**src/design/radial_vignette_flash_tint_unit_defines.svh**
```systemverilog
// assertion macros for the radial vignette flash tint unit
`ifndef RADIAL_VIGNETTE_FLASH_TINT_UNIT_DEFINES_SVH
`define RADIAL_VIGNETTE_FLASH_TINT_UNIT_DEFINES_SVH

`ifndef NO_ASSERTIONS
`define RVFT_ASSERT(lbl, prop, msg) \
  lbl: assert property (@(posedge clk_i) disable iff (!rst_ni) prop) else $error(msg);
`define RVFT_ASSERT_RST(lbl, prop, msg) \
  lbl: assert property (@(posedge clk_i) prop) else $error(msg);
`else
`define RVFT_ASSERT(lbl, prop, msg)
`define RVFT_ASSERT_RST(lbl, prop, msg)
`endif

`endif

```
**src/design/rvft_pkg.sv**
```systemverilog
package rvft_pkg;

  localparam int COORD_BITS = 12;
  localparam int FRAC_BITS  = 16;
  localparam int FIELD_W    = 12;
  localparam int INV_W      = 16;
  localparam int PIX_W      = 32;
  localparam int PROD_W     = COORD_BITS + INV_W;
  localparam int MAG_W      = (PROD_W > 31) ? 31 : PROD_W;
  localparam int SQ_W       = 2 * MAG_W;
  localparam int SUM_W      = SQ_W + 1;
  localparam int ROOT_W     = (SUM_W + 1) / 2;
  localparam int RAD_W      = 2 * ROOT_W;
  localparam int REM_W      = ROOT_W + 2;
  localparam int EDGE_W     = FRAC_BITS + 1;
  localparam int MIX_W      = 9;

  localparam int CFG_IDX_W  = 3;
  localparam int CFG_DATA_W = 16;

  localparam logic [15:0] INNER_RADIUS_RST = 16'd19661;
  localparam logic [15:0] RAMP_GAIN_RST    = 16'd1280;

  typedef enum logic [CFG_IDX_W-1:0] {
    CFG_FLASH_MIX     = 3'd0,
    CFG_TINT_STRENGTH = 3'd1,
    CFG_INV_WIDTH     = 3'd2,
    CFG_INV_HEIGHT    = 3'd3,
    CFG_INNER_RADIUS  = 3'd4,
    CFG_RAMP_GAIN     = 3'd5
  } cfg_idx_e;

  typedef struct packed {
    logic [MIX_W-1:0] flash_mix;
    logic [MIX_W-1:0] tint_strength;
    logic [15:0]      inv_width;
    logic [15:0]      inv_height;
    logic [15:0]      inner_radius;
    logic [15:0]      ramp_gain;
  } cfg_t;

  typedef struct packed {
    logic [SUM_W-1:0] rad;
    logic [PIX_W-1:0] pix;
  } sum_t;

  typedef struct packed {
    logic [RAD_W-1:0]  rad;
    logic [REM_W-1:0]  rem;
    logic [ROOT_W-1:0] root;
    logic [PIX_W-1:0]  pix;
  } root_t;

  typedef struct packed {
    logic [ROOT_W-1:0] distance;
    logic [PIX_W-1:0]  pix;
  } dist_t;

endpackage

```
**src/design/rvft_back.sv**
```systemverilog
module rvft_back (
  input  logic                       clk_i,
  input  logic                       rst_ni,
  input  logic                       en_i,
  input  logic                       valid_i,
  input  rvft_pkg::dist_t            data_i,
  input  rvft_pkg::cfg_t             cfg_i,
  output logic                       valid_o,
  output logic [rvft_pkg::PIX_W-1:0] pixel_o
);

  localparam int QW = rvft_pkg::ROOT_W;
  localparam int GW = QW + 16;
  localparam int HW = QW + 8;
  localparam int EW = rvft_pkg::EDGE_W;
  localparam int FW = EW + 9;
  localparam logic [HW-1:0] ONE = HW'(64'd1 << rvft_pkg::FRAC_BITS);

  function automatic logic [7:0] raise_ch(input logic [7:0] c, input logic [8:0] f);
    logic [16:0] prod;
    logic [8:0]  sum;
    prod = 17'(8'hFF - c) * 17'(f);
    sum  = 9'(c) + prod[16:8];
    return (sum > 9'd255) ? 8'hFF : sum[7:0];
  endfunction

  function automatic logic [7:0] scale_ch(input logic [7:0] c, input logic [8:0] f);
    logic [16:0] prod;
    prod = 17'(c) * 17'(9'd256 - f);
    return prod[15:8];
  endfunction

  logic [rvft_pkg::PIX_W-1:0] e_pix_q, f_pix_q, g_pix_q, h_pix_q;
  logic [QW-1:0] inner_ext, e_diff_q;
  logic [GW-1:0] f_prod;
  logic [EW-1:0] f_edge_q;
  logic [FW-1:0] g_prod;
  logic [8:0]    g_mix_q;
  logic          g_on_q;
  logic          ve_q, vf_q, vg_q, vh_q;

  always_comb begin
    inner_ext = QW'(cfg_i.inner_radius);
    f_prod    = GW'(e_diff_q) * GW'(cfg_i.ramp_gain);
    g_prod    = FW'(f_edge_q) * FW'(cfg_i.tint_strength);
  end

  always_ff @(posedge clk_i or negedge rst_ni) begin
    if (!rst_ni) begin
      ve_q <= 1'b0;
      vf_q <= 1'b0;
      vg_q <= 1'b0;
      vh_q <= 1'b0;
    end else if (en_i) begin
      ve_q <= valid_i;
      vf_q <= ve_q;
      vg_q <= vf_q;
      vh_q <= vg_q;
    end
  end

  always_ff @(posedge clk_i) begin
    if (en_i) begin
      e_pix_q  <= data_i.pix;
      e_diff_q <= (data_i.distance > inner_ext) ? (data_i.distance - inner_ext) : '0;
      f_pix_q  <= e_pix_q;
      f_edge_q <= (f_prod[GW-1:8] > ONE) ? ONE[EW-1:0] : f_prod[EW+7:8];
      g_pix_q  <= f_pix_q;
      g_mix_q  <= (g_prod[FW-1:rvft_pkg::FRAC_BITS] > 10'd256) ? 9'd256
                : g_prod[rvft_pkg::FRAC_BITS+8:rvft_pkg::FRAC_BITS];
      g_on_q   <= (f_edge_q != '0) && (cfg_i.tint_strength != '0);
      if (g_on_q) begin
        h_pix_q <= {8'h00, raise_ch(g_pix_q[23:16], g_mix_q), scale_ch(g_pix_q[15:8], g_mix_q),
                    scale_ch(g_pix_q[7:0], g_mix_q)};
      end else begin
        h_pix_q <= g_pix_q;
      end
    end
  end

  assign valid_o = vh_q;
  assign pixel_o = h_pix_q;

endmodule

```
**config.mk**
```make
export PLATFORM = sky130hd
export DESIGN_NAME = rvft_back
export DESIGN_NICKNAME = d
export VERILOG_FILES = /design/src/design/radial_vignette_flash_tint_unit_defines.svh /design/src/design/rvft_pkg.sv /design/src/design/rvft_back.sv
export SDC_FILE = /design/constraint.sdc
export NUM_CORES = 2
export LEC_CHECK = 0
export BUFFER_PORTS_ARGS = -buffer_cell sky130_fd_sc_hd__buf_2
export CELL_PAD_IN_SITES_DETAIL_PLACEMENT = 1
export CELL_PAD_IN_SITES_GLOBAL_PLACEMENT = 2
export CORE_ASPECT_RATIO = 0.5
export CORE_MARGIN = 2
export CORE_UTILIZATION = 42
export CTS_CLUSTER_SIZE = 28
export DETAILED_ROUTE_END_ITERATION = 8
export GPL_TIMING_DRIVEN = 0
export PLACE_DENSITY = 0.95
export SYNTH_ARGS = -nofsm -noshare
export SYNTH_HDL_FRONTEND = slang
export SYNTH_SLANG_ARGS = --single-unit
```
**constraint.sdc**
```tcl
create_clock -name clk_i -period 9.8 [get_ports clk_i]
set_input_delay 1.96 -clock clk_i [delete_from_list [all_inputs] [get_ports clk_i]]
set_output_delay 1.96 -clock clk_i [all_outputs]
set_load 0.05 [all_outputs]
```
==> reports/metrics.yaml <==
final_layout_size_suffix_gt1_share_pct: 6.25
clk_path_buf_depth: 2
finClkSkew_ns: 0.0244
synth_simple_gate_area_share_pct: 17.0
worstPathCellList: "clkbuf_1, clkbuf_1, nand2_1, fa_1, fa_1, fa_1, fa_1, fa_1, fa_1, inv_1, ha_1, a21o_1, a21o_1, a21oi_1, nor2_1, or4_1, a311oi_2, nand4_1, or3_1, nand4b_4, buf_2, nor4_2"
overflow: 0
syn-num-nets: 4633
cts_resized: 23
r2r_cells: 25
cp_slowest_cell: "or4_1"
synth_top_family_by_area: "adder cells"
holdPathEnd: "f_pix_q[15]$_DFFE_PP_"
synth-seq-area-share_pct: 16.5
worst_ep_arrival_time_ns: 9.90
hold_viol: 0
rr_startpoint: "e_diff_q[18]$_SDFFCE_PP0P_"
netlist_instances: 3583
fmax_ghz: 0.104
fin_crit_sh_pct: 98.1
max_stage_delay_ns: 0.60
area_growth_pct: 7.95
fin_crit_ns: 9.62
drtIter0Drc: 1415
crit_required_ns: 10.08
end_kind: "flip-flop"
synth_ff_type: "edfxtp_1"
cp_max_fo: 10
min_path_cells: 0
clock_latency_ns: 0.49
detail_route.wl_per_cell_um: 20.5
muxShareOfSynthArea_pct: 0.894
track_usage_pct: 24.5
post_cts_buffers: 0
drc_errors: 2
synth_area_um2: 34000
synth.distinct_cells: 74
via_count: 25500
place_hpwl_mm: 80.5
vias_per_cell: 5.29
yosys_register_bits: 188
grt_pass1_vias: 28900
synthAdderAreaFrac_pct: 47.3
synth_xor_area_share_pct: 2.95
synth_compound_area_share_pct: 5.37
status: "finished, violations left"
fillCellCount: 9280
hold_path.class: "reg -> reg"
whs_ns: 0.423
maxSlewHeadroom_pct: 27.8
grt_pass1_wl_mm: 157
io_pins: 180
start_util_pct: 42.6
cts.sinks: 188
layout_common_cells: "720 x inv_1, 638 x fa_1, 527 x nand2_1"
dieWidth_um: 406
drt_first_pass_iters: 8
rsz0062_at_grt: "no"
antenna_found_initial: 2
dieArea_um2: 83400
worstHoldStart: "e_pix_q[15]$_DFFE_PP_"
totalWireLength_mm: 98.6
cts_buffers: 17
cts_root_buf: "clkbuf_16"
yosysWarnings: 0
cts.reportedPaths.clkPinSlew_ns: 0.08
final_antenna_net_count: 0
worstMarginPinSlew_ns: 1.06
setup_ws_ns: 0.185
start_kind: "primary input"
coreArea_um2: 79800
drv_cap: 0
port_buffers: 117
setup_viol: 0
row_count: 73
violations: "DRC"
synth_edf_count: 184
die_height_um: 205
final_util_pct: 46.0
syn_avg_cell_area_um2: 9.49
htree_num_levels: 4
nets: 4767
cts_tree: "built"
final_common_cell: "inv_1"
async_flop_share_pct: 2.13
rr_endpoint: "f_edge_q[8]$_SDFFCE_PN0P_"
grt_max_degree: 126
hold_buffers: 0
place_ws_ns: -0.982
gp_congestion: 0.906
finalMaxSlewViolations: 0
worstSetupPathType: "in -> reg"
crit_path_frequent_cell: "fa_1"
r2r_setup_slack_ns: 0.91
how the worst max path moves through the flow:
stage | startpoint | end | slack (ns) | cells past startpoint
finish | cfg_i[15] | f_edge_q[8]$_SDFFCE_PN0P_ | 0.18 | 22
CTS | cfg_i[11] | f_edge_q[13]$_SDFFCE_PN0P_ | 0.02 | 24
global route | cfg_i[5] | f_edge_q[15]$_SDFFCE_PN0P_ | 0.008 | 25
global placement | cfg_i[11] | f_edge_q[13]$_SDFFCE_PN0P_ | -0.89 | 24
floorplan | cfg_i[1] | f_edge_q[16]$_SDFFCE_PN1P_ | 1.01 | 24
detailed placement | cfg_i[6] | f_edge_q[13]$_SDFFCE_PN0P_ | -0.98 | 24
final cells by class:
| class | instances | area (um2) | area share [%] |
|---|---|---|---|
| antenna | 2 | 5.00 | 0.0136 |
| buffer | 171 | 711 | 1.94 |
| clock buffer | 17 | 425 | 1.16 |
| clock inverter | 15 | 228 | 0.620 |
| inverter | 721 | 2710 | 7.37 |
| multi-input combinational | 2500 | 25000 | 68.2 |
| sequential | 188 | 5630 | 15.3 |
| tap | 1087 | 1360 | 3.70 |
| timing repair buffer | 118 | 623 | 1.70 |
synth_stat cells (18+ instances only):
library cell | count | share of area [%]
edfxtp_1 | 184 | 16
inv_1 | 720 | 7.9
and2_1 | 309 | 5.7
fa_1 | 638 | 38
nor3_1 | 29 | 0.43
xnor2_1 | 72 | 1.9
xor2_1 | 40 | 1.0
o21ai_0 | 45 | 0.66
o21a_1 | 18 | 0.40
ha_1 | 265 | 9.7
mux2_2 | 19 | 0.63
nand3_1 | 19 | 0.28
a21o_1 | 36 | 0.79
a21oi_1 | 88 | 1.3
nand2_1 | 527 | 5.8
clkbuf_1 | 168 | 1.9
nor2b_1 | 45 | 0.83
nor2_1 | 114 | 1.3
nand2b_1 | 34 | 0.63
cell families (layout without fill, tap and decap cells):
group	after synthesis	in the layout
compound gates	285	285
xor+xnor	113	113
fa+ha+maj	903	903
buf+inv	895	1042
flops	188	188
mux	28	28
other cells	0	2
simple gates	1171	1171
sequential cells by signal (all words and copies together), names as in the netlist:
signal    cells
e_pix_q      32
vg_q          1
e_diff_q     29
g_mix_q       9
f_pix_q      32
ve_q          1
f_edge_q     17
pixel_o      32
vf_q          1
valid_o       1
g_on_q        1
g_pix_q      32
critical path, delay by kind of cell:
kind | cells | cell delay, ns
fa+ha+maj | 7 | 3.34
compound gates | 4 | 1.10
buf+inv | 4 | 1.43
simple gates | 7 | 2.04
per-stage QoR:
| step | setup TNS (ns) | cell area [um2] | std cells |
|---|---|---|---|
| floorplan | 0 | 34000 | 3583 |
| global placement | -12.09 | 36000 | 4787 |
| detailed placement | -13.27 | 36000 | 4788 |
| CTS | 0 | 36700 | 4819 |
| global route | 0 | 36700 | 4817 |
| finish | 0 | 36700 | 4819 |
layer usage:
metal | share of wire [%] | track usage [%] | wire [um] | up-vias
met2 | 52 | 44.4 | 51000 | 655
met3 | 4.6 | 3.16 | 4560 | 198
li1 | - | - | - | 11300
met4 | 3.7 | 9.02 | 3660 | 0
met1 | 40 | 29.9 | 39400 | 13400
met5 | 0 | 0 | 0 | -
Power is not shown: default switching activity piles up to over one toggle a cycle in this logic, so the estimate is an artifact.
