$ cat src/design/radial_vignette_flash_tint_unit_defines.svh
// assertion macros for the radial vignette flash tint unit
`ifndef RADIAL_VIGNETTE_FLASH_TINT_UNIT_DEFINES_SVH
`define RADIAL_VIGNETTE_FLASH_TINT_UNIT_DEFINES_SVH

`ifndef NO_ASSERTIONS
`define RVFT_ASSERT(lbl, prop, msg) \
  lbl: assert property (@(posedge clk_i) disable iff (!rst_ni) prop) else $error(msg);
`define RVFT_ASSERT_RST(lbl, prop, msg) \
  lbl: assert property (@(posedge clk_i) prop) else $error(msg);
`else
`define RVFT_ASSERT(lbl, prop, msg)
`define RVFT_ASSERT_RST(lbl, prop, msg)
`endif

`endif

$ cat src/design/rvft_pkg.sv
package rvft_pkg;

  localparam int COORD_BITS = 12;
  localparam int FRAC_BITS  = 16;
  localparam int FIELD_W    = 12;
  localparam int INV_W      = 16;
  localparam int PIX_W      = 32;
  localparam int PROD_W     = COORD_BITS + INV_W;
  localparam int MAG_W      = (PROD_W > 31) ? 31 : PROD_W;
  localparam int SQ_W       = 2 * MAG_W;
  localparam int SUM_W      = SQ_W + 1;
  localparam int ROOT_W     = (SUM_W + 1) / 2;
  localparam int RAD_W      = 2 * ROOT_W;
  localparam int REM_W      = ROOT_W + 2;
  localparam int EDGE_W     = FRAC_BITS + 1;
  localparam int MIX_W      = 9;

  localparam int CFG_IDX_W  = 3;
  localparam int CFG_DATA_W = 16;

  localparam logic [15:0] INNER_RADIUS_RST = 16'd19661;
  localparam logic [15:0] RAMP_GAIN_RST    = 16'd1280;

  typedef enum logic [CFG_IDX_W-1:0] {
    CFG_FLASH_MIX     = 3'd0,
    CFG_TINT_STRENGTH = 3'd1,
    CFG_INV_WIDTH     = 3'd2,
    CFG_INV_HEIGHT    = 3'd3,
    CFG_INNER_RADIUS  = 3'd4,
    CFG_RAMP_GAIN     = 3'd5
  } cfg_idx_e;

  typedef struct packed {
    logic [MIX_W-1:0] flash_mix;
    logic [MIX_W-1:0] tint_strength;
    logic [15:0]      inv_width;
    logic [15:0]      inv_height;
    logic [15:0]      inner_radius;
    logic [15:0]      ramp_gain;
  } cfg_t;

  typedef struct packed {
    logic [SUM_W-1:0] rad;
    logic [PIX_W-1:0] pix;
  } sum_t;

  typedef struct packed {
    logic [RAD_W-1:0]  rad;
    logic [REM_W-1:0]  rem;
    logic [ROOT_W-1:0] root;
    logic [PIX_W-1:0]  pix;
  } root_t;

  typedef struct packed {
    logic [ROOT_W-1:0] distance;
    logic [PIX_W-1:0]  pix;
  } dist_t;

endpackage

$ cat src/design/rvft_front.sv
module rvft_front (
  input  logic                       clk_i,
  input  logic                       rst_ni,
  input  logic                       en_i,
  input  logic                       valid_i,
  input  logic [rvft_pkg::FIELD_W-1:0] pixel_x_i,
  input  logic [rvft_pkg::FIELD_W-1:0] pixel_y_i,
  input  logic [rvft_pkg::PIX_W-1:0] pixel_in_i,
  input  rvft_pkg::cfg_t             cfg_i,
  output logic                       valid_o,
  output rvft_pkg::sum_t             data_o
);

  localparam int PW = rvft_pkg::PROD_W;
  localparam int MW = rvft_pkg::MAG_W;
  localparam int SW = rvft_pkg::SQ_W;
  localparam int UW = rvft_pkg::SUM_W;
  localparam int CB = rvft_pkg::COORD_BITS;
  localparam logic [PW-1:0] HALF    = PW'(64'd1 << (rvft_pkg::FRAC_BITS - 1));
  localparam logic [PW-1:0] MAG_LIM = PW'((64'd1 << MW) - 64'd1);

  function automatic logic [7:0] flash_ch(input logic [7:0] c, input logic [8:0] m);
    logic [16:0] prod;
    logic [8:0]  sum;
    prod = 17'(8'hFF - c) * 17'(m);
    sum  = 9'(c) + prod[16:8];
    return (sum > 9'd255) ? 8'hFF : sum[7:0];
  endfunction

  function automatic logic [MW-1:0] offset_mag(input logic [PW-1:0] p);
    logic [PW-1:0] m;
    m = (p >= HALF) ? (p - HALF) : (HALF - p);
    return (m > MAG_LIM) ? MAG_LIM[MW-1:0] : m[MW-1:0];
  endfunction

  logic [15:0]    x_ext, y_ext;
  logic [8:0]     mix;
  logic [rvft_pkg::PIX_W-1:0] a_pix_d, a_pix_q, b_pix_q, c_pix_q, d_pix_q;
  logic [PW-1:0]  a_px_d, a_py_d, a_px_q, a_py_q;
  logic [MW-1:0]  b_dx_q, b_dy_q;
  logic [SW-1:0]  c_sx_q, c_sy_q;
  logic [UW-1:0]  d_sum_q;
  logic           va_q, vb_q, vc_q, vd_q;

  always_comb begin
    x_ext = 16'(pixel_x_i);
    y_ext = 16'(pixel_y_i);
    mix   = (cfg_i.flash_mix > 9'd256) ? 9'd256 : cfg_i.flash_mix;
    if (cfg_i.flash_mix != '0) begin
      a_pix_d = {8'h00, flash_ch(pixel_in_i[23:16], mix), flash_ch(pixel_in_i[15:8], mix),
                 flash_ch(pixel_in_i[7:0], mix)};
    end else begin
      a_pix_d = pixel_in_i;
    end
    a_px_d = PW'(x_ext[CB-1:0]) * PW'(cfg_i.inv_width);
    a_py_d = PW'(y_ext[CB-1:0]) * PW'(cfg_i.inv_height);
  end

  always_ff @(posedge clk_i or negedge rst_ni) begin
    if (!rst_ni) begin
      va_q <= 1'b0;
      vb_q <= 1'b0;
      vc_q <= 1'b0;
      vd_q <= 1'b0;
    end else if (en_i) begin
      va_q <= valid_i;
      vb_q <= va_q;
      vc_q <= vb_q;
      vd_q <= vc_q;
    end
  end

  always_ff @(posedge clk_i) begin
    if (en_i) begin
      a_pix_q <= a_pix_d;
      a_px_q  <= a_px_d;
      a_py_q  <= a_py_d;
      b_pix_q <= a_pix_q;
      b_dx_q  <= offset_mag(a_px_q);
      b_dy_q  <= offset_mag(a_py_q);
      c_pix_q <= b_pix_q;
      c_sx_q  <= SW'(b_dx_q) * SW'(b_dx_q);
      c_sy_q  <= SW'(b_dy_q) * SW'(b_dy_q);
      d_pix_q <= c_pix_q;
      d_sum_q <= UW'(c_sx_q) + UW'(c_sy_q);
    end
  end

  assign valid_o  = vd_q;
  assign data_o.rad = d_sum_q;
  assign data_o.pix = d_pix_q;

endmodule

$ cat config.mk
export PLATFORM = sky130hd
export DESIGN_NAME = rvft_front
export DESIGN_NICKNAME = d
export VERILOG_FILES = /design/src/design/radial_vignette_flash_tint_unit_defines.svh /design/src/design/rvft_pkg.sv /design/src/design/rvft_front.sv
export SDC_FILE = /design/constraint.sdc
export NUM_CORES = 2
export LEC_CHECK = 0
export BUFFER_PORTS_ARGS = -buffer_cell sky130_fd_sc_hd__buf_2
export CAP_MARGIN = 20
export CORE_MARGIN = 8
export CORE_UTILIZATION = 62
export DETAILED_ROUTE_END_ITERATION = 8
export HOLD_SLACK_MARGIN = 0.05
export PLACE_DENSITY = 0.79
export SETUP_SLACK_MARGIN = 0.3
export SLEW_MARGIN = 20
export SYNTH_ARGS = -nofsm -noshare
export SYNTH_HDL_FRONTEND = slang
export SYNTH_SLANG_ARGS = --single-unit
$ cat constraint.sdc
create_clock -name clk_i -period 9.9 [get_ports clk_i]
set_input_delay 1.98 -clock clk_i [delete_from_list [all_inputs] [get_ports clk_i]]
set_output_delay 1.98 -clock clk_i [all_outputs]
set_load 0.01 [all_outputs]
==> impl_metrics.yaml <==
status:
  status: "complete, no violations"
yosys:
  synth-edff-count: 407
  synth_xor_xnor_area_share_pct: 3.18
  synth_top_family_by_area: "adder cells"
  ys_seq_elements: 411
  async_flop_share_pct: 0.973
  synthCells: 7979
  avgSynthCellArea_um2: 9.89
  yosys_warnings: 0
  synth_seq_area_share_pct: 15.6
  synth_compound_area_share_pct: 5.67
  synth.area.mux_share_pct: 0.111
  synthFlopType: "edfxtp_1"
  syn_area_um2: 78900
  synth_simple_gate_area_share_pct: 11.8
  ys_types: 83
  synthAdderAreaFrac_pct: 52.8
  synth_nets: 10500
timing:
  report.final.slew_viol_count: 0
  setup_violations: 0
  slew_headroom_pct: 23.8
  worstMarginPinSlew_ns: 1.14
  setup_tns_ns: 0
  rsz0062_at_grt: "no"
  min_period_ns: 8.56
  hold_violations: 0
  fmax_ghz: 0.117
  skew_ns: 0.0541
  fin_crit_sh_pct: 86.5
critical_path:
  worst_path_most_repeated_cell: "fa_1"
  path_class: "flop to flop"
  start_kind: "flop"
  critPathArrivalTime_ns: 8.96
  r2r_slack_ns: 1.34
  slowest_delay_ns: 1.05
  r2r_end: "c_sy_q[52]"
  critPathSlowestCell: "edfxtp_1"
  r2r-start: "b_dy_q[9]"
  cp_max_fo: 19
  worst_ep_required_time_ns: 10.30
  reg2reg_depth: 27
  worstSetupEndpointType: "flop"
cts:
  cts-root-buf: "clkbuf_16"
  cts.sinks: 411
  postCtsSetupRepairBufs: 0
  insertion_delay_ns: 0.66
  clk_pin_slew_ns: 0.07
  cts_buffer_depth: 3
  cts_buffers: 48
  hold_buffers: 0
  post_cts_resized: 0
  cts_tree: "done"
  htree_levels: 2
detailed_routing:
  routed_wl_um: 180000
  postRouteAntennaNets: 0
  first_pass_iters: 6
  wl_per_cell_um: 18.5
  via_per_inst: 5.62
  via_count: 54800
  drt_iter0_markers: 3832
  drcViolationCount: 0
final_layout:
  layout-drive-gt1-share_pct: 5.44
  syn2layout_area_growth_pct: 5.58
  nets: 10600
  final_common_cell: "inv_1"
  fill_cells: 9699
  final_cell_mix: "1,981 x inv_1, 1,611 x fa_1, 756 x ha_1"
grt:
  use_met1_pct: 33.7
  use_met2_pct: 45.6
  grt_util_all_layers_pct: 26.5
  grt_pass1_vias: 61200
  busiest_layer: "met2"
  grtUsageMet3_pct: 5.33
  antenna_found_initial: 4
  grt_pass1_wl_um: 302000
  grt-ovfl-total: 0
  grt_max_degree: 152
worst_hold_path:
  hp-start: "c_pix_q[12]"
  hold_depth: 0
  min_path_type: "flop to flop"
  worstHoldEndpoint: "d_pix_q[12]"
floorplan:
  die_width_um: 373
  die_area_um2: 139000
  start_util_pct: 62.1
  io_pins: 232
  num_rows: 131
  fp.coreArea_um2: 127000
  die_h_um: 373
place:
  dp_hpwl_um: 146000
  io_buffers: 190
  routabilityCongestion: 0.972
job:
  cap_violations: 0
cells in the mapped netlist (all sizes together), types with 5 or more instances:
library cell / n / area [um2]
a221oi: 8 / 70.1
clkbuf: 235 / 882
o41ai: 7 / 80.1
nor4: 14 / 100
a21o: 98 / 736
nand4: 13 / 81.3
nand3: 44 / 220
o21a: 24 / 180
o211ai: 15 / 113
xnor2: 190 / 1660
fa: 1611 / 32300
a211oi: 26 / 195
or4: 10 / 78.8
clkinv: 12 / 45.0
or3: 17 / 111
a2111oi: 7 / 92.6
buf: 24 / 100
a211o: 8 / 70.1
and4: 5 / 43.8
a21oi: 215 / 1090
o21bai: 33 / 248
a41o: 5 / 50.1
and3: 21 / 131
nor3: 54 / 270
nand2b: 76 / 475
or2: 49 / 307
nand2: 751 / 2820
o21ai: 121 / 613
nor2b: 59 / 369
xor2: 97 / 850
o31ai: 23 / 173
nor2: 409 / 1540
o22ai: 6 / 37.5
edfxtp: 407 / 12200
a31oi: 43 / 284
a21boi: 10 / 75.1
mux2: 6 / 67.6
inv: 1987 / 7460
o311ai: 6 / 60.1
ha: 756 / 9460
and2: 415 / 2600
nor4b: 6 / 58.8
metal layers:
metal,up-vias,wire [um]
met5,-,8
met4,2,6750
met2,2050,89800
met1,27900,68600
met3,522,15300
li1,24400,-
through the flow:
step / cell area, um2 / hold WS (ns) / utilization [%] / cells / setup WS, ns
after floorplan: 78900 / 0.400 / - / 7979 / 2.02
after global placement: 81600 / 0.402 / 64.3 / 9655 / 1.19
after detailed placement: 81600 / 0.405 / 64.3 / 9655 / 1.06
after CTS: 83300 / 0.417 / 65.6 / 9743 / 1.46
after global routing: 83300 / 0.421 / 65.6 / 9746 / 1.00
final: 83300 / 0.414 / 65.6 / 9747 / 1.34
area by class of cell:
| class | instances | area (um2) | area share [%] |
|---|---|---|---|
| clock inverters | 37 | 459 | 0.551 |
| well taps | 1662 | 2080 | 2.50 |
| diodes | 2 | 5.00 | 0.00601 |
| inverters | 1999 | 7500 | 9.00 |
| repair buffers | 275 | 1630 | 1.95 |
| multi-input cells | 5310 | 58100 | 69.7 |
| clock buffers | 51 | 1210 | 1.45 |
| flip-flops and latches | 411 | 12300 | 14.8 |
registers in the layout, indices dropped and copies added, names as in the netlist:
signal	cells
vc_q	1
va_q	1
c_sx_q	55
a_px_q	28
c_sy_q	55
d_pix_q	32
b_dx_q	28
b_dy_q	28
valid_o	1
c_pix_q	32
a_py_q	28
b_pix_q	32
a_pix_q	32
vb_q	1
d_sum_q	57
cells by family after synthesis:
logic type      after synthesis
compound gates              689
buf+inv                    2258
flops                       411
mux                           8
simple gates               1959
xor+xnor                    287
fa+ha+maj                  2367
worst max-delay path, delay by kind of cell, from the launching register on:
kind | cells | cell delay (ns)
fa+ha+maj | 8 | 3.92
flops | 1 | 1.05
simple gates | 5 | 1.26
compound gates | 6 | 1.37
buf+inv | 8 | 0.67
how the worst max path moves through the flow:
stage,from,end,slack (ns)
2_1_floorplan,cfg_i[81],a_pix_q[10],2.02
3_3_place_gp,cfg_i[81],a_pix_q[19],1.19
3_5_place_dp,cfg_i[81],a_pix_q[20],1.06
4_1_cts,b_dy_q[2],c_sy_q[52],1.46
5_1_grt,b_dy_q[9],c_sy_q[52],1.00
6_report,b_dy_q[9],c_sy_q[52],1.34
Power is left out: the tool's default activity adds up to more than one toggle a clock period on the data nets, which glitch-free logic cannot reach.
