===== src/design/radial_vignette_flash_tint_unit_defines.svh =====
// assertion macros for the radial vignette flash tint unit
`ifndef RADIAL_VIGNETTE_FLASH_TINT_UNIT_DEFINES_SVH
`define RADIAL_VIGNETTE_FLASH_TINT_UNIT_DEFINES_SVH

`ifndef NO_ASSERTIONS
`define RVFT_ASSERT(lbl, prop, msg) \
  lbl: assert property (@(posedge clk_i) disable iff (!rst_ni) prop) else $error(msg);
`define RVFT_ASSERT_RST(lbl, prop, msg) \
  lbl: assert property (@(posedge clk_i) prop) else $error(msg);
`else
`define RVFT_ASSERT(lbl, prop, msg)
`define RVFT_ASSERT_RST(lbl, prop, msg)
`endif

`endif


===== src/design/rvft_pkg.sv =====
package rvft_pkg;

  localparam int COORD_BITS = 12;
  localparam int FRAC_BITS  = 16;
  localparam int FIELD_W    = 12;
  localparam int INV_W      = 16;
  localparam int PIX_W      = 32;
  localparam int PROD_W     = COORD_BITS + INV_W;
  localparam int MAG_W      = (PROD_W > 31) ? 31 : PROD_W;
  localparam int SQ_W       = 2 * MAG_W;
  localparam int SUM_W      = SQ_W + 1;
  localparam int ROOT_W     = (SUM_W + 1) / 2;
  localparam int RAD_W      = 2 * ROOT_W;
  localparam int REM_W      = ROOT_W + 2;
  localparam int EDGE_W     = FRAC_BITS + 1;
  localparam int MIX_W      = 9;

  localparam int CFG_IDX_W  = 3;
  localparam int CFG_DATA_W = 16;

  localparam logic [15:0] INNER_RADIUS_RST = 16'd19661;
  localparam logic [15:0] RAMP_GAIN_RST    = 16'd1280;

  typedef enum logic [CFG_IDX_W-1:0] {
    CFG_FLASH_MIX     = 3'd0,
    CFG_TINT_STRENGTH = 3'd1,
    CFG_INV_WIDTH     = 3'd2,
    CFG_INV_HEIGHT    = 3'd3,
    CFG_INNER_RADIUS  = 3'd4,
    CFG_RAMP_GAIN     = 3'd5
  } cfg_idx_e;

  typedef struct packed {
    logic [MIX_W-1:0] flash_mix;
    logic [MIX_W-1:0] tint_strength;
    logic [15:0]      inv_width;
    logic [15:0]      inv_height;
    logic [15:0]      inner_radius;
    logic [15:0]      ramp_gain;
  } cfg_t;

  typedef struct packed {
    logic [SUM_W-1:0] rad;
    logic [PIX_W-1:0] pix;
  } sum_t;

  typedef struct packed {
    logic [RAD_W-1:0]  rad;
    logic [REM_W-1:0]  rem;
    logic [ROOT_W-1:0] root;
    logic [PIX_W-1:0]  pix;
  } root_t;

  typedef struct packed {
    logic [ROOT_W-1:0] distance;
    logic [PIX_W-1:0]  pix;
  } dist_t;

endpackage


===== src/design/rvft_out_buf.sv =====
`include "radial_vignette_flash_tint_unit_defines.svh"

module rvft_out_buf (
  input  logic                       clk_i,
  input  logic                       rst_ni,
  input  logic                       valid_i,
  input  logic [rvft_pkg::PIX_W-1:0] data_i,
  output logic                       en_o,
  output logic                       m_tvalid_o,
  input  logic                       m_tready_i,
  output logic [rvft_pkg::PIX_W-1:0] m_tdata_o
);

  logic                       out_v_q, skid_v_q;
  logic [rvft_pkg::PIX_W-1:0] out_q, skid_q;
  logic                       take;

  assign en_o = !skid_v_q;
  assign take = !out_v_q || m_tready_i;

  always_ff @(posedge clk_i or negedge rst_ni) begin
    if (!rst_ni) begin
      out_v_q  <= 1'b0;
      skid_v_q <= 1'b0;
    end else if (skid_v_q) begin
      if (m_tready_i) begin
        skid_v_q <= 1'b0;
      end
    end else if (take) begin
      out_v_q <= valid_i;
    end else if (valid_i) begin
      skid_v_q <= 1'b1;
    end
  end

  always_ff @(posedge clk_i) begin
    if (skid_v_q) begin
      if (m_tready_i) begin
        out_q <= skid_q;
      end
    end else if (take) begin
      out_q <= data_i;
    end else begin
      skid_q <= data_i;
    end
  end

  assign m_tvalid_o = out_v_q;
  assign m_tdata_o  = out_q;

  // held result stays, spare result waits behind it
  `RVFT_ASSERT(skid_needs_out_a, skid_v_q |-> out_v_q, "skid full without output")
  `RVFT_ASSERT(skid_drain_a, (skid_v_q && m_tready_i) |=> (!skid_v_q && out_v_q), "skid not moved")
  `RVFT_ASSERT(skid_hold_a, (skid_v_q && !m_tready_i) |=> skid_v_q, "skid lost while stalled")
  `RVFT_ASSERT_RST(reset_idle_a, !rst_ni |-> (!out_v_q && !skid_v_q), "valid during reset")

endmodule


===== config.mk =====
export PLATFORM = sky130hd
export DESIGN_NAME = rvft_out_buf
export DESIGN_NICKNAME = d
export VERILOG_FILES = /design/src/design/rvft_pkg.sv /design/src/design/rvft_out_buf.sv
export VERILOG_INCLUDE_DIRS = /design/src /design/src/design
export SDC_FILE = /design/constraint.sdc
export NUM_CORES = 1
export LEC_CHECK = 0
export BUFFER_PORTS_ARGS = -buffer_cell sky130_fd_sc_hd__buf_4
export CORE_MARGIN = 2
export CORE_UTILIZATION = 30
export DETAILED_ROUTE_END_ITERATION = 10
export GPL_ROUTABILITY_DRIVEN = 0
export PLACE_DENSITY = 0.51
export SYNTH_ARGS = -nofsm -noshare
export SYNTH_HDL_FRONTEND = slang
export SYNTH_SLANG_ARGS = --single-unit

===== constraint.sdc =====
create_clock -name clk_i -period 3.8 [get_ports clk_i]
set_input_delay 0.76 -clock clk_i [delete_from_list [all_inputs] [get_ports clk_i]]
set_output_delay 0.76 -clock clk_i [all_outputs]
set_load 0.005 [all_outputs]

==> qor.log, run 1 <==
INFO  yosys          syn_inst=109
INFO  yosys          synth_largest_area_cell=sky130_fd_sc_hd__edfxtp_1
INFO  cts            cts.clk_slew.worst_paths=0.07ns
INFO  timing         transition_at_the_pin_with_the_smallest_max_transition_slack=0.923ns
INFO  detailed_routing routed_wirelength=4520µm
INFO  outcome        run_status=completed
INFO  power_and_ir_drop power_leakage=1.31nW
INFO  timing         period_share=0.532
INFO  timing         worst_hold_slack=0.202ns
INFO  yosys          mappedNetlistNets=145
INFO  power_and_ir_drop ir_worst_vdd=213µV
INFO  yosys          syn-mean-instance-area=23.4µm²
INFO  die            initial_utilization=0.310
INFO  timing         finalCriticalPeriod=2.02ns
INFO  cts            cts_tree=done
INFO  global_route   gr-usage-met2=0.155
INFO  detailed_routing drt_iter0_drc=39
INFO  yosys          synth_top_cell_area_share=0.755
INFO  power_and_ir_drop fin_total_pwr=1.61mW
INFO  die            die_h=96.1µm
INFO  die            fp-row-count=33
INFO  global_route   busiest_layer=met2
INFO  critical_path  critPathArrivalTime=1.26ns
INFO  finish         area_delta_synth_final=30.3%
INFO  placed_design  port_buffers=69
INFO  finish         diodes=0
INFO  cts            cts_buffers=9
INFO  die            ioPinCount=70
INFO  yosys          synth_edf_count=64
INFO  yosys          synth.top_cells.by_area=sky130_fd_sc_hd__edfxtp_1 75%, sky130_fd_sc_hd__mux2_4 15%, sky130_fd_sc_hd__mux2_2 2.7%
INFO  yosys          share_of_synthesized_area_occupied_by_flip_flops_and_latches=0.774
INFO  cts            cts.hold.buffers_added=0
INFO  cts            cts_setup_buffers=0
INFO  cts            ctsRootBufferMaster=sky130_fd_sc_hd__clkbuf_8
INFO  die            die_width=96.1µm
INFO  critical_path  timing.critical_path.from_type=flip-flop
INFO  cts            postCtsResizedCells=0
INFO  timing         fmax=0.494GHz
INFO  critical_path  worst-endpoint-required=3.04ns
INFO  cts            clk-insertion-delay-late=0.33ns
INFO  global_route   grt_overflow_total=0
INFO  critical_path  rr_worst_depth=1
INFO  cts            cts.sink_count=66
INFO  detailed_routing avgRoutedWirePerCell=15.2µm
INFO  critical_path  timing.critical_path.to_type=primary output
INFO  global_route   use_met1=0.121
INFO  finish         drive_above_1_share=0.627
INFO  flow_run       max-cap-violations=0
INFO  global_route   global_route_met3_utilization=0.0337
INFO  cts            cts_max_level=3
INFO  global_route   grt_usage=0.101
INFO  detailed_routing detail_route.drc_violations=0
INFO  yosys          yosysUniqueCellTypes=13
INFO  die            die_area=0.00924mm²
INFO  critical_path  critical-path-max-stage-delay=0.71ns
INFO  placed_design  post-dp-hpwl=3160µm
INFO  placed_design  total_placed_instance_area=0.00316mm²
INFO  critical_path  timing.critical_path.cells=inv_2 > buf_4
INFO  timing         finalHoldViolations=0
INFO  power_and_ir_drop powerDensity=485mW/mm²
INFO  timing         report.final.slew_viol_count=0
INFO  yosys          ys_top_cells_by_count=64 x sky130_fd_sc_hd__edfxtp_1, 26 x sky130_fd_sc_hd__mux2_4, 6 x sky130_fd_sc_hd__mux2_2, 3 x sky130_fd_sc_hd__buf_12, 2 x sky130_fd_sc_hd__dfrtp_1
INFO  die            floorplan.core_area=0.00822mm²
INFO  yosys          synth.most_common_cell=sky130_fd_sc_hd__edfxtp_1
INFO  global_route   grt_antenna_before_repair=0
INFO  critical_path  cp_top_family=flip-flops
INFO  global_route   grt_first_pass_wirelength=6540µm
INFO  yosys          primary_ff_master_synth=sky130_fd_sc_hd__edfxtp_1
INFO  yosys          fraction_of_synthesis_flops_using_an_asynchronous_set_or_reset_pin=0.0303
INFO  timing         totalNegativeSetupSlack=0ns
INFO  timing         skew=0.00567ns
INFO  detailed_routing vias=1226
INFO  finish         layout.nets=224
INFO  finish         layout.cell_area.non_filler=0.00332mm²
INFO  yosys          yosysWarnings=0
INFO  timing         grt_setup_unrepaired=false
INFO  yosys          synth.ff_latch_count=66
INFO  timing         timing.slew.headroom=0.383
INFO  worst_hold_path hp-class=in2async
INFO  critical_path  timing.critical_path.slowest_stage_cell=sky130_fd_sc_hd__dfrtp_2
INFO  global_route   vias_in_the_first_global_route=1262
INFO  yosys          synthesis.area=0.00255mm²
INFO  timing         timing.final.setup_violations=0
INFO  detailed_routing antenna_violating_nets_post_route=0
INFO  global_route   grt_start_max_net_pins=33
INFO  critical_path  cp_max_fo=20
INFO  finish         layout.core_utilization=0.404
INFO  critical_path  cp.depth=2
INFO  detailed_routing drtPass1Iterations=4
INFO  critical_path  path_buf_inv=2
INFO  detailed_routing route.detailed.vias_per_inst=4.11
INFO  cts            max-clock-path-buffers=2
INFO  critical_path  crit_type=reg2out
[cells by family (layout without fill, tap and decap cells)]
group | Yosys count | after routing | share of synthesized area
flops | 66 | 66 | 0.774
mux | 32 | 32 | 0.180
buf+inv | 5 | 89 | 0.0295
compound gates | 3 | 3 | 0.00835
simple gates | 3 | 3 | 0.00786
[layout make-up]
| type | instances | area, µm² |
|---|---|---|
| Clock buffer | 12 | 135 |
| Multi-Input combinational cell | 38 | 515 |
| Sequential cell | 66 | 1970 |
| Tap cell | 105 | 131 |
| Fill cell | 737 | 4900 |
| Clock inverter | 4 | 18.8 |
| Timing Repair Buffer | 72 | 541 |
| Inverter | 1 | 3.75 |
[layout by cell type (no fill, tap or decap), types with 3 or more instances in the layout]
| cell type | count |
|---|---|
| sky130_fd_sc_hd__edfxtp_1 | 64 |
| sky130_fd_sc_hd__mux2_4 | 26 |
| sky130_fd_sc_hd__buf_4 | 72 |
| sky130_fd_sc_hd__clkbuf_1 | 3 |
| sky130_fd_sc_hd__clkinv_2 | 3 |
| sky130_fd_sc_hd__clkbuf_8 | 9 |
| sky130_fd_sc_hd__mux2_2 | 6 |
[metrics by stage]
step                      instances  setup WS, ns
after floorplan                 109         0.195
after detailed placement        282          1.94
after global placement          282          1.99
final                           298          1.78
after global routing            298          1.72
after CTS                       298          1.76
[power by group]
group | total, mW | switching, mW | internal (mW)
clock network | 0.474 | 0.242 | 0.232
logic | 0.214 | 0.0804 | 0.133
registers | 0.922 | 0.0330 | 0.889
[metal layers]
layer  share of wire  up-vias
met5               0        -
met4          0.0091        0
met3           0.077        6
met2            0.48       45
met1            0.43      587
li1                -      588
[path summary, 6_finish.rpt]
kind                            endpoint       start  slack (ns)
min in group clk_i         m_tdata_o[27]  skid_q[27]        0.55
max in group asynchronous       skid_v_q      rst_ni        3.50
max reg2reg                m_tdata_o[19]    skid_v_q        1.98
min reg2reg                m_tdata_o[27]  skid_q[27]        0.55
min                           m_tvalid_o      rst_ni        0.20
max                                 en_o    skid_v_q        1.78
[flip-flops by register name, indices dropped and copies added, names as in the netlist]
signal / flops
skid_q: 32
m_tvalid_o: 1
skid_v_q: 1
m_tdata_o: 32
(Power assumes the default switching activity.)
==> run 2: changes to the inputs <==
==> constraint.sdc (replaced) <==
create_clock -name clk_i -period 2.1 [get_ports clk_i]
set_input_delay 0.42 -clock clk_i [delete_from_list [all_inputs] [get_ports clk_i]]
set_output_delay 0.42 -clock clk_i [all_outputs]
set_load 0.005 [all_outputs]
==> run 2 against run 1 <==
Routed wire length up 2.1%. Global-route usage up 0.91 points. Non-clock buffer count up 4. Sequential share of layout area down 0.84 points. Critical path depth unchanged. Design area up 1.4%. Worst hold slack better by 0.073 ns. Critical path type unchanged. Worst setup slack worse by 1.5 ns. Final cell count up 1.0%. Utilization up 0.58 points. Register-to-register slack worse by 1.6 ns.
==> qor.log, run 2 (synthesized netlist as in run 1, its figures left out) <==
INFO  die            floorplan.core_area=0.00822mm² [unchanged]
INFO  cts            max-clock-path-buffers=2 [unchanged]
INFO  cts            cts_buffers=9 [unchanged]
INFO  global_route   grt_antenna_before_repair=0 [unchanged]
INFO  finish         most_used_cells_in_the_layout_excluding_fill_and_tap_cells=74 x sky130_fd_sc_hd__buf_4, 64 x sky130_fd_sc_hd__edfxtp_1, 26 x sky130_fd_sc_hd__mux2_4
INFO  power_and_ir_drop fin_total_pwr=2.91mW [+81%]
INFO  worst_hold_path hp-class=in2reg
INFO  timing         fmax=0.549GHz
INFO  timing         report.final.slew_viol_count=0 [unchanged]
INFO  critical_path  rr_worst_depth=2 [+1]
INFO  timing         period_share=0.868
INFO  detailed_routing drt_iter0_drc=75 [+92%]
INFO  cts            cts.clk_slew.worst_paths=0.06ns [about the same]
INFO  global_route   grt_overflow_total=0 [unchanged]
INFO  timing         totalNegativeSetupSlack=0ns [unchanged]
INFO  finish         n_fill_cell=737 [unchanged]
INFO  die            fp-row-count=33 [unchanged]
INFO  timing         worst_hold_slack=0.275ns [+0.0726 ns]
INFO  timing         grt_setup_unrepaired=false
INFO  critical_path  r2r_endpoint=m_tdata_o[19]
INFO  cts            cts_max_level=3 [unchanged]
INFO  placed_design  post-dp-hpwl=3320µm [+5.3%]
INFO  die            die_area=0.00924mm² [unchanged]
INFO  timing         finalCriticalPeriod=1.82ns
INFO  worst_hold_path worst_hold_startpoint=data_i[26]
INFO  detailed_routing drtPass1Iterations=4 [unchanged]
INFO  critical_path  worst-endpoint-required=1.68ns [-1.36 ns]
INFO  critical_path  timing.critical_path.to_type=primary output
INFO  finish         layout.nets=228 [+1.8%]
INFO  cts            postCtsResizedCells=0 [unchanged]
INFO  finish         layout.core_utilization=0.410 [+0.00579]
INFO  detailed_routing avgRoutedWirePerCell=15.3µm [+1.0%]
INFO  detailed_routing route.detailed.vias_per_inst=4.25 [+3.3%]
INFO  placed_design  port_buffers=69 [unchanged]
INFO  detailed_routing antenna_violating_nets_post_route=0 [unchanged]
INFO  critical_path  cp_max_fo=25 [+25%]
INFO  worst_hold_path holdPathStages=1
INFO  critical_path  critPathArrivalTime=1.40ns [+0.14 ns]
INFO  global_route   vias_in_the_first_global_route=1391 [+10%]
INFO  power_and_ir_drop ir_worst_vdd=385µV [+81%]
INFO  cts            cts.hold.buffers_added=1 [+1]
INFO  power_and_ir_drop power_leakage=1.33nW [+1.9%]
INFO  timing         timing.final.setup_violations=0 [unchanged]
INFO  finish         drive_above_1_share=0.633 [+0.00571]
INFO  critical_path  crit_type=reg2out
INFO  global_route   grt_start_max_net_pins=26 [-21%]
INFO  finish         layout.cells.most_common=sky130_fd_sc_hd__buf_4
INFO  finish         diodes=0 [unchanged]
INFO  critical_path  worstReg2RegStart=skid_v_q
INFO  critical_path  timing.critical_path.from_type=flip-flop
INFO  detailed_routing vias=1279 [+4.3%]
INFO  flow_run       max-cap-violations=0 [unchanged]
INFO  detailed_routing detail_route.drc_violations=0 [unchanged]
INFO  cts            cts.sink_count=66 [unchanged]
INFO  die            die_h=96.1µm [unchanged]
INFO  finish         area_delta_synth_final=32.2%
INFO  global_route   grt_first_pass_wirelength=7160µm [+9.5%]
INFO  die            ioPinCount=70 [unchanged]
INFO  cts            ctsRootBufferMaster=sky130_fd_sc_hd__clkbuf_8
INFO  detailed_routing routed_wirelength=4610µm [+2.1%]
INFO  critical_path  timing.reg2reg.setup_slack=0.39ns [-1.59 ns]
INFO  timing         finalHoldViolations=0 [unchanged]
INFO  die            initial_utilization=0.310 [unchanged]
INFO  cts            clk-insertion-delay-late=0.33ns [about the same]
INFO  timing         timing.slew.headroom=0.526 [+0.143]
INFO  die            die_width=96.1µm [unchanged]
INFO  finish         layout.area.seq=0.00197mm² [unchanged]
INFO  global_route   grt_usage=0.110 [+0.00913]
INFO  outcome        run_status=completed
INFO  power_and_ir_drop powerDensity=865mW/mm² [+78%]
INFO  timing         transition_at_the_pin_with_the_smallest_max_transition_slack=0.711ns [-0.211 ns]
INFO  finish         multi_input_area=522µm² [+1.2%]
INFO  cts            cts_setup_buffers=0 [unchanged]
INFO  worst_hold_path hold_end=skid_q[26]
INFO  timing         skew=0.00567ns [+0.00000183 ns]
INFO  cts            cts_tree=done
run 2: report_power, final:
| part | total (mW) | internal (mW) | leakage [nW] | switching [mW] |
|---|---|---|---|---|
| registers | 1.67 | 1.61 | 0.643 | 0.0640 |
| logic | 0.403 | 0.257 | 0.610 | 0.146 |
| clock network | 0.835 | 0.407 | 0.0808 | 0.428 |
| total | 2.91 | 2.27 | 1.33 | 0.638 |
run 2: layout make-up:
type | instances | area share
multi-input cells | 38 | 0.155
flip-flops and latches | 66 | 0.586
inverters | 1 | 0.00112
well taps | 105 | 0.0390
clock buffers | 10 | 0.0379
clock inverters | 5 | 0.00669
repair buffers | 76 | 0.174
run 2: critical path, stage by stage, from the launching register on:
cell and delay, ns:
sky130_fd_sc_hd__dfrtp_2 0.83, sky130_fd_sc_hd__inv_2 0.08, sky130_fd_sc_hd__buf_4 0.16
run 2: how the worst max path moves through the flow:
| stage | from | endpoint | slack, ns | cells past startpoint |
|---|---|---|---|---|
| floorplan | skid_v_q | skid_q[0] | 0.15 | 3 |
| global placement | skid_v_q | m_tdata_o[13] | 0.43 | 2 |
| detailed placement | skid_v_q | m_tdata_o[14] | 0.37 | 2 |
| CTS | skid_v_q | en_o | 0.23 | 2 |
| global route | skid_v_q | en_o | 0.17 | 2 |
| finish | skid_v_q | en_o | 0.28 | 2 |
run 2: through the flow:
stage	setup WS (ns)	std cells	cell area (µm²)
floorplan	0.149	109	2560
global placement	0.427	285	3210
detailed placement	0.368	285	3210
CTS	0.234	301	3370
global route	0.171	301	3370
finish	0.278	301	3370
run 2: metal layers:
layer / wire length, µm / vias up / track usage
met4: 84 / 0 / 0.0643
met1: 1730 / 636 / 0.116
met3: 272 / 11 / 0.0392
met2: 2530 / 39 / 0.188
met5: 0 / - / 0
li1: - / 593 / -
